[config.mk]
export PLATFORM = sky130hd
export DESIGN_NAME = packed_message_record_to_text_unit
export DESIGN_NICKNAME = d
export VERILOG_FILES = /design/src/design/pmrt_pkg.sv /design/src/design/pmrt_front.sv /design/src/design/pmrt_queue.sv /design/src/design/pmrt_back.sv /design/src/design/packed_message_record_to_text_unit.sv
export SDC_FILE = /design/constraint.sdc
export NUM_CORES = 1
export LEC_CHECK = 0
export ABC_AREA = 0
export BUFFER_PORTS_ARGS = -buffer_cell sky130_fd_sc_hd__buf_4
export CORE_MARGIN = 3
export CORE_UTILIZATION = 63
export DETAILED_ROUTE_END_ITERATION = 6
export GPL_TIMING_DRIVEN = 0
export PLACE_DENSITY = 0.83
export SYNTH_ARGS = -nofsm -noshare
export SYNTH_HDL_FRONTEND = slang
export SYNTH_HIERARCHICAL = 1
export SYNTH_SLANG_ARGS = --single-unit
[constraint.sdc]
create_clock -name clk -period 11.1 [get_ports clk]
set_input_delay 1.11 -clock clk [delete_from_list [all_inputs] [get_ports clk]]
set_output_delay 1.11 -clock clk [all_outputs]
set_load 0.1 [all_outputs]
[src/design/pmrt_pkg.sv]
// Shared types and constants for the packed message record to text unit.
// Holds the front-to-back command format, status codes and label text.
// No dependencies.
package pmrt_pkg;

	// Default record layout
	localparam int HEADER_BYTES_DEF = 14;
	localparam int FIELD_COUNT_DEF  = 5;

	// Widths of the fixed fields
	localparam int BYTE_W  = 8;
	localparam int CODE_W  = 3;
	localparam int COUNT_W = 17;
	localparam logic [COUNT_W-1:0] COUNT_MAX = {COUNT_W{1'b1}};

	// Command queue between front and back
	localparam int QUEUE_DEPTH = 4;

	localparam logic [BYTE_W-1:0] CR_BYTE = 8'h0D;

	// Configuration register indexes
	localparam logic REG_CHECK_EN     = 1'b0;
	localparam logic REG_EXPECTED_LEN = 1'b1;

	// Status codes
	localparam logic [CODE_W-1:0] ST_OK       = 3'd0;
	localparam logic [CODE_W-1:0] ST_SHORT    = 3'd1;
	localparam logic [CODE_W-1:0] ST_UNTERM   = 3'd2;
	localparam logic [CODE_W-1:0] ST_TRAIL    = 3'd3;
	localparam logic [CODE_W-1:0] ST_MISMATCH = 3'd4;

	// Label text, first character in the top byte
	localparam int LABEL_COUNT = 4;
	localparam int LABEL_LEN   = 10;
	localparam logic [8*LABEL_LEN-1:0] LABEL_TEXT [LABEL_COUNT] = '{
		"Date    = ",
		"To      = ",
		"From    = ",
		"Subject = "
	};

	// Item slots within one command, in emission order
	localparam int POS_W = 4;
	localparam logic [POS_W-1:0] POS_FIRST   = 4'd0;
	localparam logic [POS_W-1:0] POS_CR2     = 4'd1;
	localparam logic [POS_W-1:0] POS_LBL0    = 4'd2;
	localparam logic [POS_W-1:0] POS_LBL_END = 4'd11;
	localparam logic [POS_W-1:0] POS_STATUS  = 4'd12;
	localparam logic [POS_W-1:0] POS_NONE    = 4'd13;

	// One classified input item: what the back has to emit for it
	typedef struct packed {
		logic              first;     // emit data (text byte or CR)
		logic [BYTE_W-1:0] data;
		logic              cr2;       // second CR (blank line before body)
		logic              lbl;       // emit a label
		logic [1:0]        lbl_idx;
		logic              status;    // end-of-record status item
		logic [CODE_W-1:0] pre_code;  // code known at the front
	} cmd_t;

	// Character pos (0..9) of label idx
	function automatic logic [BYTE_W-1:0] label_char(input logic [1:0] idx,
			input logic [POS_W-1:0] pos);
		logic [8*LABEL_LEN-1:0] word;
		word = LABEL_TEXT[idx] >> (BYTE_W * (LABEL_LEN - 1 - int'(pos)));
		return word[BYTE_W-1:0];
	endfunction

endpackage

[src/design/pmrt_front.sv]
// Front part: accepts record bytes, tracks header/field position and
// turns each byte that yields output into one command for the back. Depends on pmrt_pkg.
module pmrt_front
	import pmrt_pkg::*;
#(
	parameter int HEADER_BYTES = HEADER_BYTES_DEF,
	parameter int FIELD_COUNT  = FIELD_COUNT_DEF
) (
	input  logic              clk,
	input  logic              arst_n,
	input  logic              in_valid,
	input  logic [BYTE_W-1:0] in_data,
	input  logic              in_last,
	input  logic              q_full,
	output logic              in_ready,
	output logic              push,
	output cmd_t              push_cmd
);

	localparam int HCW = $clog2(HEADER_BYTES + 1);
	localparam int FIW = $clog2(FIELD_COUNT);
	localparam logic [HCW-1:0] HB_LAST  = HCW'(HEADER_BYTES - 1);
	localparam logic [FIW-1:0] FI_BODY  = FIW'(FIELD_COUNT - 1);
	localparam logic [FIW-1:0] FI_PENUL = FIW'(FIELD_COUNT - 2);

	typedef enum logic [1:0] {
		PH_HEADER,
		PH_FIELDS,
		PH_DONE
	} phase_t;

	phase_t         phase_q, phase_n;
	logic [HCW-1:0] hcnt_q, hcnt_n;
	logic [FIW-1:0] fidx_q, fidx_n;
	logic           trail_q, trail_n;
	logic           accept;
	cmd_t           cmd;

	assign in_ready = !q_full;
	assign accept   = in_valid && in_ready;
	assign push_cmd = cmd;
	assign push     = accept && (cmd.first || cmd.lbl || cmd.status);

	// Classify the byte and work out the next record position
	always_comb begin
		cmd     = '0;
		phase_n = phase_q;
		hcnt_n  = hcnt_q;
		fidx_n  = fidx_q;
		trail_n = trail_q;
		case (phase_q)
			PH_HEADER: begin
				if (hcnt_q == HB_LAST) begin
					phase_n     = PH_FIELDS;
					fidx_n      = '0;
					cmd.lbl     = 1'b1;
					cmd.lbl_idx = 2'd0;
				end else begin
					hcnt_n = hcnt_q + 1'b1;
				end
			end
			PH_FIELDS: begin
				cmd.first = 1'b1;
				if (in_data != '0) begin
					cmd.data = in_data;
				end else begin
					cmd.data = CR_BYTE;
					cmd.cr2  = (fidx_q == FI_PENUL);
					if (fidx_q == FI_BODY) begin
						phase_n = PH_DONE;
					end else begin
						fidx_n      = fidx_q + 1'b1;
						// fields past the fourth carry no label
						cmd.lbl     = (fidx_n != FI_BODY) && (int'(fidx_n) < LABEL_COUNT);
						cmd.lbl_idx = 2'(fidx_n);
					end
				end
			end
			PH_DONE: begin
				trail_n = 1'b1;
			end
			default: begin
				phase_n = PH_HEADER;
			end
		endcase

		// Record end: attach status and drop back to the start
		if (in_last) begin
			cmd.status = 1'b1;
			if (phase_n == PH_HEADER)
				cmd.pre_code = ST_SHORT;
			else if (phase_n == PH_FIELDS)
				cmd.pre_code = ST_UNTERM;
			else if (trail_n)
				cmd.pre_code = ST_TRAIL;
			else
				cmd.pre_code = ST_OK;
			phase_n = PH_HEADER;
			hcnt_n  = '0;
			fidx_n  = '0;
			trail_n = 1'b0;
		end
	end

	// Hold record position; advance on each accepted item
	always_ff @(posedge clk or negedge arst_n) begin
		if (!arst_n) begin
			phase_q <= PH_HEADER;
			hcnt_q  <= '0;
			fidx_q  <= '0;
			trail_q <= 1'b0;
		end else if (accept) begin
			phase_q <= phase_n;
			hcnt_q  <= hcnt_n;
			fidx_q  <= fidx_n;
			trail_q <= trail_n;
		end
	end

endmodule

[src/design/pmrt_queue.sv]
// Short command queue between front and back parts.
// Depends on pmrt_pkg for the command type.
module pmrt_queue
	import pmrt_pkg::*;
#(
	parameter int DEPTH = QUEUE_DEPTH
) (
	input  logic clk,
	input  logic arst_n,
	input  logic push,
	input  cmd_t push_cmd,
	input  logic pop,
	output cmd_t head,
	output logic empty,
	output logic full
);

	localparam int PW = $clog2(DEPTH);
	localparam int CW = $clog2(DEPTH + 1);
	localparam logic [CW-1:0] DEPTH_C = CW'(DEPTH);
	localparam logic [PW-1:0] LAST_IDX = PW'(DEPTH - 1);

	cmd_t          mem_q [DEPTH];
	logic [PW-1:0] wptr_q, rptr_q;
	logic [CW-1:0] cnt_q;

	assign empty = (cnt_q == '0);
	assign full  = (cnt_q == DEPTH_C);
	assign head  = mem_q[rptr_q];

	// Store pushed commands
	always_ff @(posedge clk) begin
		if (push)
			mem_q[wptr_q] <= push_cmd;
	end

	// Advance pointers and fill count
	always_ff @(posedge clk or negedge arst_n) begin
		if (!arst_n) begin
			wptr_q <= '0;
			rptr_q <= '0;
			cnt_q  <= '0;
		end else begin
			if (push)
				wptr_q <= (wptr_q == LAST_IDX) ? '0 : wptr_q + 1'b1;
			if (pop)
				rptr_q <= (rptr_q == LAST_IDX) ? '0 : rptr_q + 1'b1;
			if (push && !pop)
				cnt_q <= cnt_q + 1'b1;
			else if (pop && !push)
				cnt_q <= cnt_q - 1'b1;
		end
	end

endmodule

[src/design/pmrt_back.sv]
// Back part: walks each queued command item by item, keeps the rendered
// length and drives the output register. Depends on pmrt_pkg.
module pmrt_back
	import pmrt_pkg::*;
(
	input  logic               clk,
	input  logic               arst_n,
	input  logic               empty,
	input  cmd_t               head,
	input  logic               check_en,
	input  logic [COUNT_W-1:0] expected_len,
	input  logic               out_ready,
	output logic               pop,
	output logic               out_valid,
	output logic [BYTE_W-1:0]  out_byte,
	output logic               is_status,
	output logic [CODE_W-1:0]  status_code,
	output logic [COUNT_W-1:0] rendered_length,
	output logic               out_last
);

	logic [POS_W-1:0]   pos_q, cur, nxt, lbl_pos;
	logic [COUNT_W-1:0] cnt_q, cnt_inc;
	logic               ov_q, advance, fire, cur_status;
	logic [BYTE_W-1:0]  item_byte;
	logic [CODE_W-1:0]  item_code;

	// First slot at or after p that this command fills
	function automatic logic [POS_W-1:0] first_present(input cmd_t c,
			input logic [POS_W-1:0] p);
		logic [POS_W-1:0] r;
		if (p == POS_FIRST && c.first)
			r = POS_FIRST;
		else if (p <= POS_CR2 && c.cr2)
			r = POS_CR2;
		else if (p <= POS_LBL_END && c.lbl)
			r = (p < POS_LBL0) ? POS_LBL0 : p;
		else if (p <= POS_STATUS && c.status)
			r = POS_STATUS;
		else
			r = POS_NONE;
		return r;
	endfunction

	assign advance    = !ov_q || out_ready;
	assign fire       = !empty && advance;
	assign cur        = first_present(head, pos_q);
	assign nxt        = first_present(head, cur + 1'b1);
	assign pop        = fire && (nxt == POS_NONE);
	assign cur_status = (cur == POS_STATUS);
	assign lbl_pos    = cur - POS_LBL0;
	assign cnt_inc    = (cnt_q == COUNT_MAX) ? cnt_q : cnt_q + 1'b1;

	// Select the byte of the current slot
	always_comb begin
		if (cur == POS_FIRST)
			item_byte = head.data;
		else if (cur == POS_CR2)
			item_byte = CR_BYTE;
		else if (cur_status)
			item_byte = '0;
		else
			item_byte = label_char(head.lbl_idx, lbl_pos);
	end

	// Final status: length check only when nothing else went wrong
	always_comb begin
		if (head.pre_code != ST_OK)
			item_code = head.pre_code;
		else if (check_en && (cnt_q != expected_len))
			item_code = ST_MISMATCH;
		else
			item_code = ST_OK;
	end

	// Step through slots; count text bytes; clear count after status
	always_ff @(posedge clk or negedge arst_n) begin
		if (!arst_n) begin
			pos_q <= POS_FIRST;
			cnt_q <= '0;
			ov_q  <= 1'b0;
		end else begin
			if (advance)
				ov_q <= fire;
			if (fire) begin
				pos_q <= (nxt == POS_NONE) ? POS_FIRST : nxt;
				cnt_q <= cur_status ? '0 : cnt_inc;
			end
		end
	end

	// Load output payload
	always_ff @(posedge clk) begin
		if (fire) begin
			out_byte        <= item_byte;
			is_status       <= cur_status;
			status_code     <= cur_status ? item_code : ST_OK;
			rendered_length <= cur_status ? cnt_q : cnt_inc;
			out_last        <= cur_status;
		end
	end

	assign out_valid = ov_q;

endmodule

[src/design/packed_message_record_to_text_unit.sv]
// Packed message record to text unit: top level.
// Uses pmrt_pkg, pmrt_front, pmrt_queue and pmrt_back.
//
// Input channel (s_*): one record byte per item, s_tlast on the record's
// final byte. The first HEADER_BYTES bytes are skipped; the rest is split
// into FIELD_COUNT NUL-terminated fields.
// Output channel (m_*): rendered text bytes (labels, field text, CRs),
// then one status item per record with m_tuser set and m_tlast high. It
// carries the status code and the rendered length; text items carry the
// running length. On a nonzero code the consumer drops the record's text.
// Config port: cfg_we writes register cfg_index (0 length check enable,
// 1 expected length) with cfg_data; write only while the unit is idle.
// The first result of an accepted byte passes the command queue and the back's
// output register. The back emits one result item per cycle unless the queue
// is empty or m_tready stalls it. A plain text byte gives one item; a NUL that
// opens a labeled field gives eleven (CR and ten label characters), twelve with
// the status item on a record's last byte. A four-entry queue lets input run ahead.
// Reset clears record position, queue, rendered length and output valid;
// config registers return to zero. When m_tready is low the output item
// holds, the queue fills and s_tready drops once it is full.
module packed_message_record_to_text_unit
	import pmrt_pkg::*;
#(
	parameter int HEADER_BYTES = HEADER_BYTES_DEF,
	parameter int FIELD_COUNT  = FIELD_COUNT_DEF
) (
	input  logic               clk,
	input  logic               arst_n,
	input  logic               s_tvalid,
	output logic               s_tready,
	input  logic [7:0]         s_tdata,   // [7:0] in_byte
	input  logic               s_tlast,   // in_last
	output logic               m_tvalid,
	input  logic               m_tready,
	output logic [31:0]        m_tdata,   // [7:0] out_byte, [10:8] status_code,
	                                      // [27:11] rendered_length, [31:28] zero
	output logic [0:0]         m_tuser,   // [0] is_status
	output logic               m_tlast,   // last
	input  logic               cfg_we,
	input  logic               cfg_index,
	input  logic [COUNT_W-1:0] cfg_data
);

	logic               check_en_q;
	logic [COUNT_W-1:0] expected_q;
	logic               push, pop, q_empty, q_full;
	cmd_t               push_cmd, head;
	logic [BYTE_W-1:0]  out_byte;
	logic               is_status;
	logic [CODE_W-1:0]  status_code;
	logic [COUNT_W-1:0] rendered_length;

	// Configuration registers
	always_ff @(posedge clk or negedge arst_n) begin
		if (!arst_n) begin
			check_en_q <= 1'b0;
			expected_q <= '0;
		end else if (cfg_we) begin
			if (cfg_index == REG_CHECK_EN)
				check_en_q <= cfg_data[0];
			else
				expected_q <= cfg_data;
		end
	end

	pmrt_front #(
		.HEADER_BYTES(HEADER_BYTES),
		.FIELD_COUNT (FIELD_COUNT)
	) u_front (
		.clk     (clk),
		.arst_n  (arst_n),
		.in_valid(s_tvalid),
		.in_data (s_tdata),
		.in_last (s_tlast),
		.q_full  (q_full),
		.in_ready(s_tready),
		.push    (push),
		.push_cmd(push_cmd)
	);

	pmrt_queue #(
		.DEPTH(QUEUE_DEPTH)
	) u_queue (
		.clk     (clk),
		.arst_n  (arst_n),
		.push    (push),
		.push_cmd(push_cmd),
		.pop     (pop),
		.head    (head),
		.empty   (q_empty),
		.full    (q_full)
	);

	pmrt_back u_back (
		.clk            (clk),
		.arst_n         (arst_n),
		.empty          (q_empty),
		.head           (head),
		.check_en       (check_en_q),
		.expected_len   (expected_q),
		.out_ready      (m_tready),
		.pop            (pop),
		.out_valid      (m_tvalid),
		.out_byte       (out_byte),
		.is_status      (is_status),
		.status_code    (status_code),
		.rendered_length(rendered_length),
		.out_last       (m_tlast)
	);

	// Pack output fields
	assign m_tdata = {4'b0000, rendered_length, status_code, out_byte};
	assign m_tuser = is_status;

endmodule

==> results of run 1 <==
-- cell families (layout without fill, tap and decap cells) --
| group | after synthesis | in the layout | synth area share, % |
|---|---|---|---|
| multiplexers | 45 | 45 | 9.23 |
| XOR/XNOR | 40 | 40 | 4.40 |
| AO/OA/AOI/OAI | 147 | 147 | 12.6 |
| flip-flops | 154 | 154 | 52.5 |
| AND/OR/NAND/NOR | 198 | 198 | 12.6 |
| adder cells (fa/ha/maj) | 28 | 28 | 4.33 |
| buffers and inverters | 67 | 162 | 4.28 |
| other | 2 | 5 | 0.0908 |
-- worst register-to-register path, delay by kind of cell, from the launching register on --
| family | cells | cell delay [ns] |
|---|---|---|
| AND/OR/NAND/NOR | 2 | 0.65 |
| AO/OA/AOI/OAI | 6 | 1.55 |
| flip-flops | 1 | 0.34 |
| adder cells (fa/ha/maj) | 3 | 0.86 |
| multiplexers | 2 | 0.74 |
| buffers and inverters | 7 | 1.64 |
-- worst max-delay path by stage --
stage / endpoint / start
floorplan: u_queue/cnt_q[1] / u_queue/rptr_q[0]
global placement: u_queue/cnt_q[1] / u_queue/rptr_q[1]
global route: u_queue/cnt_q[1] / u_queue/rptr_q[1]
CTS: u_queue/cnt_q[1] / u_queue/rptr_q[1]
finish: u_queue/cnt_q[1] / u_queue/rptr_q[1]
detailed placement: u_queue/cnt_q[1] / u_queue/rptr_q[1]
-- synth_stat cells, drive strengths merged (3+ instances only) --
library cell	count	area, sq um
o2111ai	3	26.3
nand2	60	233
clkbuf	20	75.1
a21oi	20	100
edfxtp	97	2910
o21a	3	23.8
buf	21	181
o211ai	3	22.5
o31ai	13	103
o211a	4	40.0
a31oi	11	68.8
o21ai	40	208
xor2	13	114
nor3b	3	22.5
mux4	17	417
a211oi	7	52.6
or4	4	37.5
a32o	3	30.0
o41ai	3	26.3
nor2	39	146
o22ai	3	18.8
mux2	23	297
xnor2	26	228
nand3	23	115
dfrtp	57	1430
inv	25	93.8
nor3	8	45.0
a21bo	3	30.0
mux2i	5	50.1
nand2b	7	51.3
nor2b	5	33.8
ha	27	338
nand4	5	31.3
and3	7	43.8
a21o	5	38.8
and2	23	150
a22o	3	26.3
-- power by group through the flow --
stage / clock (W) / sequential (W) / combinational, W
after floorplan: 0 / 0.00112 / 0.00105
after global placement: 0 / 0.000826 / 0.00172
after detailed placement: 0 / 0.000833 / 0.00174
after CTS: 0.000549 / 0.000823 / 0.00175
after global routing: 0.000576 / 0.000835 / 0.00191
final: 0.000544 / 0.000824 / 0.00177
-- flip-flops by register name, indices dropped and copies added, names as in the netlist, 3 cells and up --
| name | count |
|---|---|
| u_queue/mem_q | 68 |
| expected_q | 17 |
| u_back/cnt_q | 17 |
| u_back/rendered_length | 17 |
| u_back/out_byte | 8 |
| u_back/pos_q | 4 |
| u_front/hcnt_q | 4 |
| u_back/status_code | 3 |
| u_front/fidx_q | 3 |
| u_queue/cnt_q | 3 |
-- layout make-up --
type	instances	share of cell area (%)
sequential	154	45.5
multi-input combinational	463	37.7
clock buffer	26	5.49
timing repair buffer	63	4.96
buffer	41	2.70
tap	172	2.26
inverter	26	1.02
clock inverter	6	0.368
-- routing by layer --
layer | track usage, % | wire, um | vias to the layer above
met4 | 10.6 | 452 | 0
met3 | 5.94 | 1360 | 36
li1 | - | - | 2705
met1 | 38.4 | 8190 | 2874
met5 | 0 | 0 | -
met2 | 42.9 | 9170 | 267
-- stage by stage --
stage          instance area [sq um]  instances  total power [W]
2_1_floorplan                   8280        684          0.00217
5_1_grt                         9530        951          0.00332
3_3_place_gp                    8970        919          0.00254
3_5_place_dp                    8970        919          0.00257
4_1_cts                         9530        951          0.00312
6_report                        9530        951          0.00314
==> flow_summary.json, run 1 <==
{
  "status": "completed",
  "pwr-share-seq_pct": 26.3,
  "first_pass_iters": 5,
  "postCtsSetupBuffers": 0,
  "final.min_clock_period_ns": 5.87,
  "crit_path_cell_trace": "buf_2, buf_2, mux4_2, o41ai_1, nand2_1, inv_1, buf_2, ha_1, clkbuf_1, o21ai_0, a211o_1, a31oi_1, a31o_2, o21ai_0, nor2b_1, inv_1, ha_1, inv_1, fa_1, mux2_2",
  "die_area_sq_mm": 0.0145,
  "antenna_found_initial": 0,
  "crit_path_start_kind": "flop",
  "fill_cells": 823,
  "grt_overflow_total": 0,
  "cp-end-kind": "flop",
  "diodes": 0,
  "rsz0062_at_grt": "false",
  "hold_path_end": "u_queue/cnt_q[2]",
  "ir_worst_vdd_mv": 0.154,
  "hold_violations": 0,
  "cp_slowest_cell": "mux4_2",
  "hp-class": "flop to flop",
  "worst_path_largest_cell_delay_ns": 0.45,
  "io_buffers": 63,
  "drive_above_1_share_pct": 22.1,
  "path_delay_family": "buffers and inverters",
  "via_count": 5882,
  "gp_congestion": 0.909,
  "reg2reg_to": "u_queue/cnt_q[1]",
  "start_util_pct": 65.0,
  "path_buf_inv": 7,
  "leakage_nw": 3.94,
  "clk_pin_slew_worst_paths_ns": 0.06,
  "netSwitchingFraction_pct": 46.6,
  "ys.flop_type": "edfxtp_1",
  "syn2layout_area_growth_pct": 15.2,
  "seq_area_sq_mm": 0.00434,
  "cts_tree": "built",
  "p_per_area_mw_per_mm2": 329,
  "syn_area_per_cell_sq_um": 12.1,
  "postCtsHoldBufs": 0,
  "hp-start": "u_queue/cnt_q[2]",
  "grt_usage_pct": 27.5,
  "place_hpwl_um": 13200,
  "maxCapViolations": 0,
  "die_w_um": 121,
  "combPwrFrac_pct": 56.4,
  "r2r_slack_ns": 5.23,
  "multi_input_area_sq_mm": 0.00359,
  "die_y_um": 121,
  "io_pins": 68,
  "netlist_instances": 681,
  "coreArea_sq_mm": 0.0127,
  "routed_wl_um": 19200,
  "report.final.slew_viol_count": 0,
  "r2r-start": "u_queue/rptr_q[1]",
  "final_util_pct": 74.9,
  "ys_seq_area_share_pct": 52.5,
  "crit_cells": 20,
  "crit_arrival_ns": 6.18,
  "ys_types": 91,
  "cts_buffers": 17,
  "cts.sinks": 154,
  "synth_edf_count": 97,
  "drcViolationCount": 0,
  "cts_resized": 0,
  "grt_max_degree": 58,
  "fmax_ghz": 0.170,
  "grt_pass1_vias": 5722,
  "yosysWarnings": 6,
  "critical_path_class": "flop to flop",
  "ff2ff_path_depth": 20,
  "relSlewSlack_pct": 37.3,
  "vias_per_cell": 6.19,
  "p_switching_w": 0.00146,
  "final_cell_mix": "edfxtp_1, buf_4, nand2_1",
  "insertion_delay_ns": 0.43,
  "clockBufferDepth": 2,
  "mostFrequentLayoutCell": "edfxtp_1",
  "ant_nets": 0,
  "async_flop_share_pct": 37.0,
  "drt_iter0_markers": 579,
  "min_path_cells": 1,
  "setup_viol": 0,
  "p_clk_share_pct": 17.3,
  "required_ns": 11.41,
  "cts_max_level": 4,
  "finalCritPeriodShare_pct": 52.9,
  "critPathMaxFanout": 14,
  "cts_root_buffer": "clkbuf_16",
  "finalSetupTns_ns": 0,
  "num_rows": 41,
  "synth_area_sq_mm": 0.00827,
  "whs_ns": 0.524,
  "synth-seq-cells": 154,
  "dp_slack_ns": 5.34,
  "wire_per_inst_um": 20.2,
  "worst_slew_pin_slew_ns": 0.941,
  "nets": 826,
  "grt_pass1_wl_um": 30400,
  "clock_skew_ns": 0.0159,
  "internal_power_w": 0.00168,
  "fin_ws_ns": 5.23
}
No activity file was read; power rests on OpenSTA's default activity.
==> run 2: changes to the inputs <==
CORE_UTILIZATION = 60   (was 63)
PLACE_DENSITY = 0.8   (was 0.83)
clock period = 6 ns   (was 11.1 ns; I/O delays follow)
==> run 2 against run 1 <==
Net effect:
- sequential share of layout area decreased by 0.23 points
- critical endpoint unchanged
- worst hold slack got worse by 0.29 ns
- die area increased by 4.7%
- critical path depth decreased by 1
- maximum frequency increased by 5.3%
- routed wire length decreased by 5.3%
- register-to-register slack got worse by 4.8 ns
==> flow_summary.json, run 2 (same netlist as run 1, synthesis figures left out) <==
{
  "status": "completed",
  "cts_tree": "built",
  "place_hpwl_um": 12500,
  "critPathCapture": "u_queue/cnt_q[1]",
  "r2r-start": "u_queue/rptr_q[1]",
  "via_count": 5810,
  "die_y_um": 123,
  "insertion_delay_ns": 0.42,
  "largest_reg_flops": 68,
  "die_w_um": 123,
  "rsz0062_at_grt": "false",
  "finalCritPeriodShare_pct": 92.9,
  "clockBufferDepth": 2,
  "clk_pin_slew_worst_paths_ns": 0.06,
  "final.min_clock_period_ns": 5.58,
  "hp-class": "input pin to async pin",
  "critPathMaxFanout": 14,
  "postCtsSetupBuffers": 0,
  "routed_wl_um": 18200,
  "diodes": 0,
  "largest_register": "u_queue/mem_q",
  "required_ns": 6.31,
  "cts_buffers": 17,
  "ff2ff_path_depth": 19,
  "grt_overflow_total": 0,
  "clock_skew_ns": 0.0146,
  "die_area_sq_mm": 0.0152,
  "vias_per_cell": 6.09,
  "first_pass_iters": 5,
  "grt_pass1_wl_um": 29000,
  "crit_path_start_kind": "flop",
  "ant_nets": 0,
  "num_rows": 42,
  "syn2layout_area_growth_pct": 15.8,
  "nets": 825,
  "drcViolationCount": 0,
  "r2r_slack_ns": 0.42,
  "drt_iter0_markers": 617,
  "hold_violations": 0,
  "coreArea_sq_mm": 0.0133,
  "fmax_ghz": 0.179,
  "cts_max_level": 4,
  "cts.sinks": 154,
  "cts_root_buffer": "clkbuf_16",
  "io_buffers": 63,
  "crit_path_start": "u_queue/rptr_q[1]",
  "relSlewSlack_pct": 36.3,
  "finalSetupTns_ns": 0,
  "cp-end-kind": "flop",
  "setup_viol": 0,
  "critical_path_class": "flop to flop",
  "antenna_found_initial": 0,
  "maxCapViolations": 0,
  "drive_above_1_share_pct": 22.4,
  "reg2reg_to": "u_queue/cnt_q[1]",
  "grt_max_degree": 58,
  "grt_pass1_vias": 5644,
  "crit_arrival_ns": 5.88,
  "grt_usage_pct": 25.0,
  "final_cell_mix": "edfxtp_1, buf_4, nand2_1",
  "io_pins": 68,
  "mostFrequentLayoutCell": "edfxtp_1",
  "report.final.slew_viol_count": 0,
  "wire_per_inst_um": 19.0,
  "start_util_pct": 62.0,
  "worst_slew_pin_slew_ns": 0.956,
  "gp_congestion": 0.916
}
[run 2: cell count changes in the layout (fill, tap and decap cells not counted)]
cell	delta
inv_4	-1
nor2b_2	+1
clkinv_2	-3
clkinv_4	+3
clkinv_1	+1
clkinvlp_4	+1
nor2b_1	-1
clkbuf_1	-3
bufinv_16	+2
clkbuf_16	-1
[run 2: layer usage]
layer	vias to the layer above	wire length (um)	global-route usage (%)
li1	2703	-	-
met1	2831	7860	35.2
met2	251	8730	38.6
met3	25	1290	5.95
met4	0	263	8.37
met5	-	0	0
[run 2: repair_timing]
| item | 4_1_cts | 5_1_grt |
|---|---|---|
| gates resized for setup | 0 | 1 |
| hold buffers | 0 | 0 |
| setup endpoints to repair | 0 | 2 |
[run 2: how the worst min path moves through the flow]
stage / to / depth (start not counted) / slack (ns) / from
after floorplan: check_en_q / 0 / 0.30 / arst_n
after global placement: u_queue/cnt_q[2] / 1 / 0.48 / u_queue/cnt_q[2]
after detailed placement: u_queue/cnt_q[2] / 1 / 0.51 / u_queue/cnt_q[2]
after CTS: u_back/cnt_q[10] / 1 / 0.26 / arst_n
after global routing: u_back/cnt_q[11] / 1 / 0.28 / arst_n
final: u_back/cnt_q[11] / 1 / 0.24 / arst_n
[run 2: final cells by class]
class,instances,area (sq um)
buffer,40,254
clock inverter,9,111
inverter,26,97.6
multi-input combinational,463,3590
sequential,154,4340
tap,176,220
fill,931,3770
clock buffer,23,490
timing repair buffer,63,473
[run 2: worst max-delay path, cell delays in order, from the launching register on]
cell and delay (ns):
dfrtp_1 0.35, buf_2 0.26, buf_2 0.30, mux4_2 0.45, o41ai_1 0.38, nand2_1 0.32
inv_1 0.15, buf_2 0.32, ha_1 0.45, o21ai_0 0.26, a211o_1 0.35, a31oi_1 0.28
a31o_2 0.18, o21ai_0 0.13, nor2b_2 0.28, inv_1 0.08, ha_1 0.21, inv_1 0.07
fa_1 0.39, mux2_2 0.27
[run 2: through the flow]
stage	setup slack, ns	utilization [%]	instances	cell area [sq um]	hold slack [ns]
2_1_floorplan	1.24	-	684	8280	0.304
3_3_place_gp	0.267	67.2	923	8980	0.476
3_5_place_dp	0.242	67.3	923	8980	0.506
4_1_cts	0.226	71.8	955	9580	0.262
5_1_grt	0.0422	71.8	954	9580	0.281
6_report	0.424	71.8	954	9580	0.237
Power of run 2 is not shown: default switching activity piles up to over one toggle a cycle in this logic, so the estimate is an artifact.
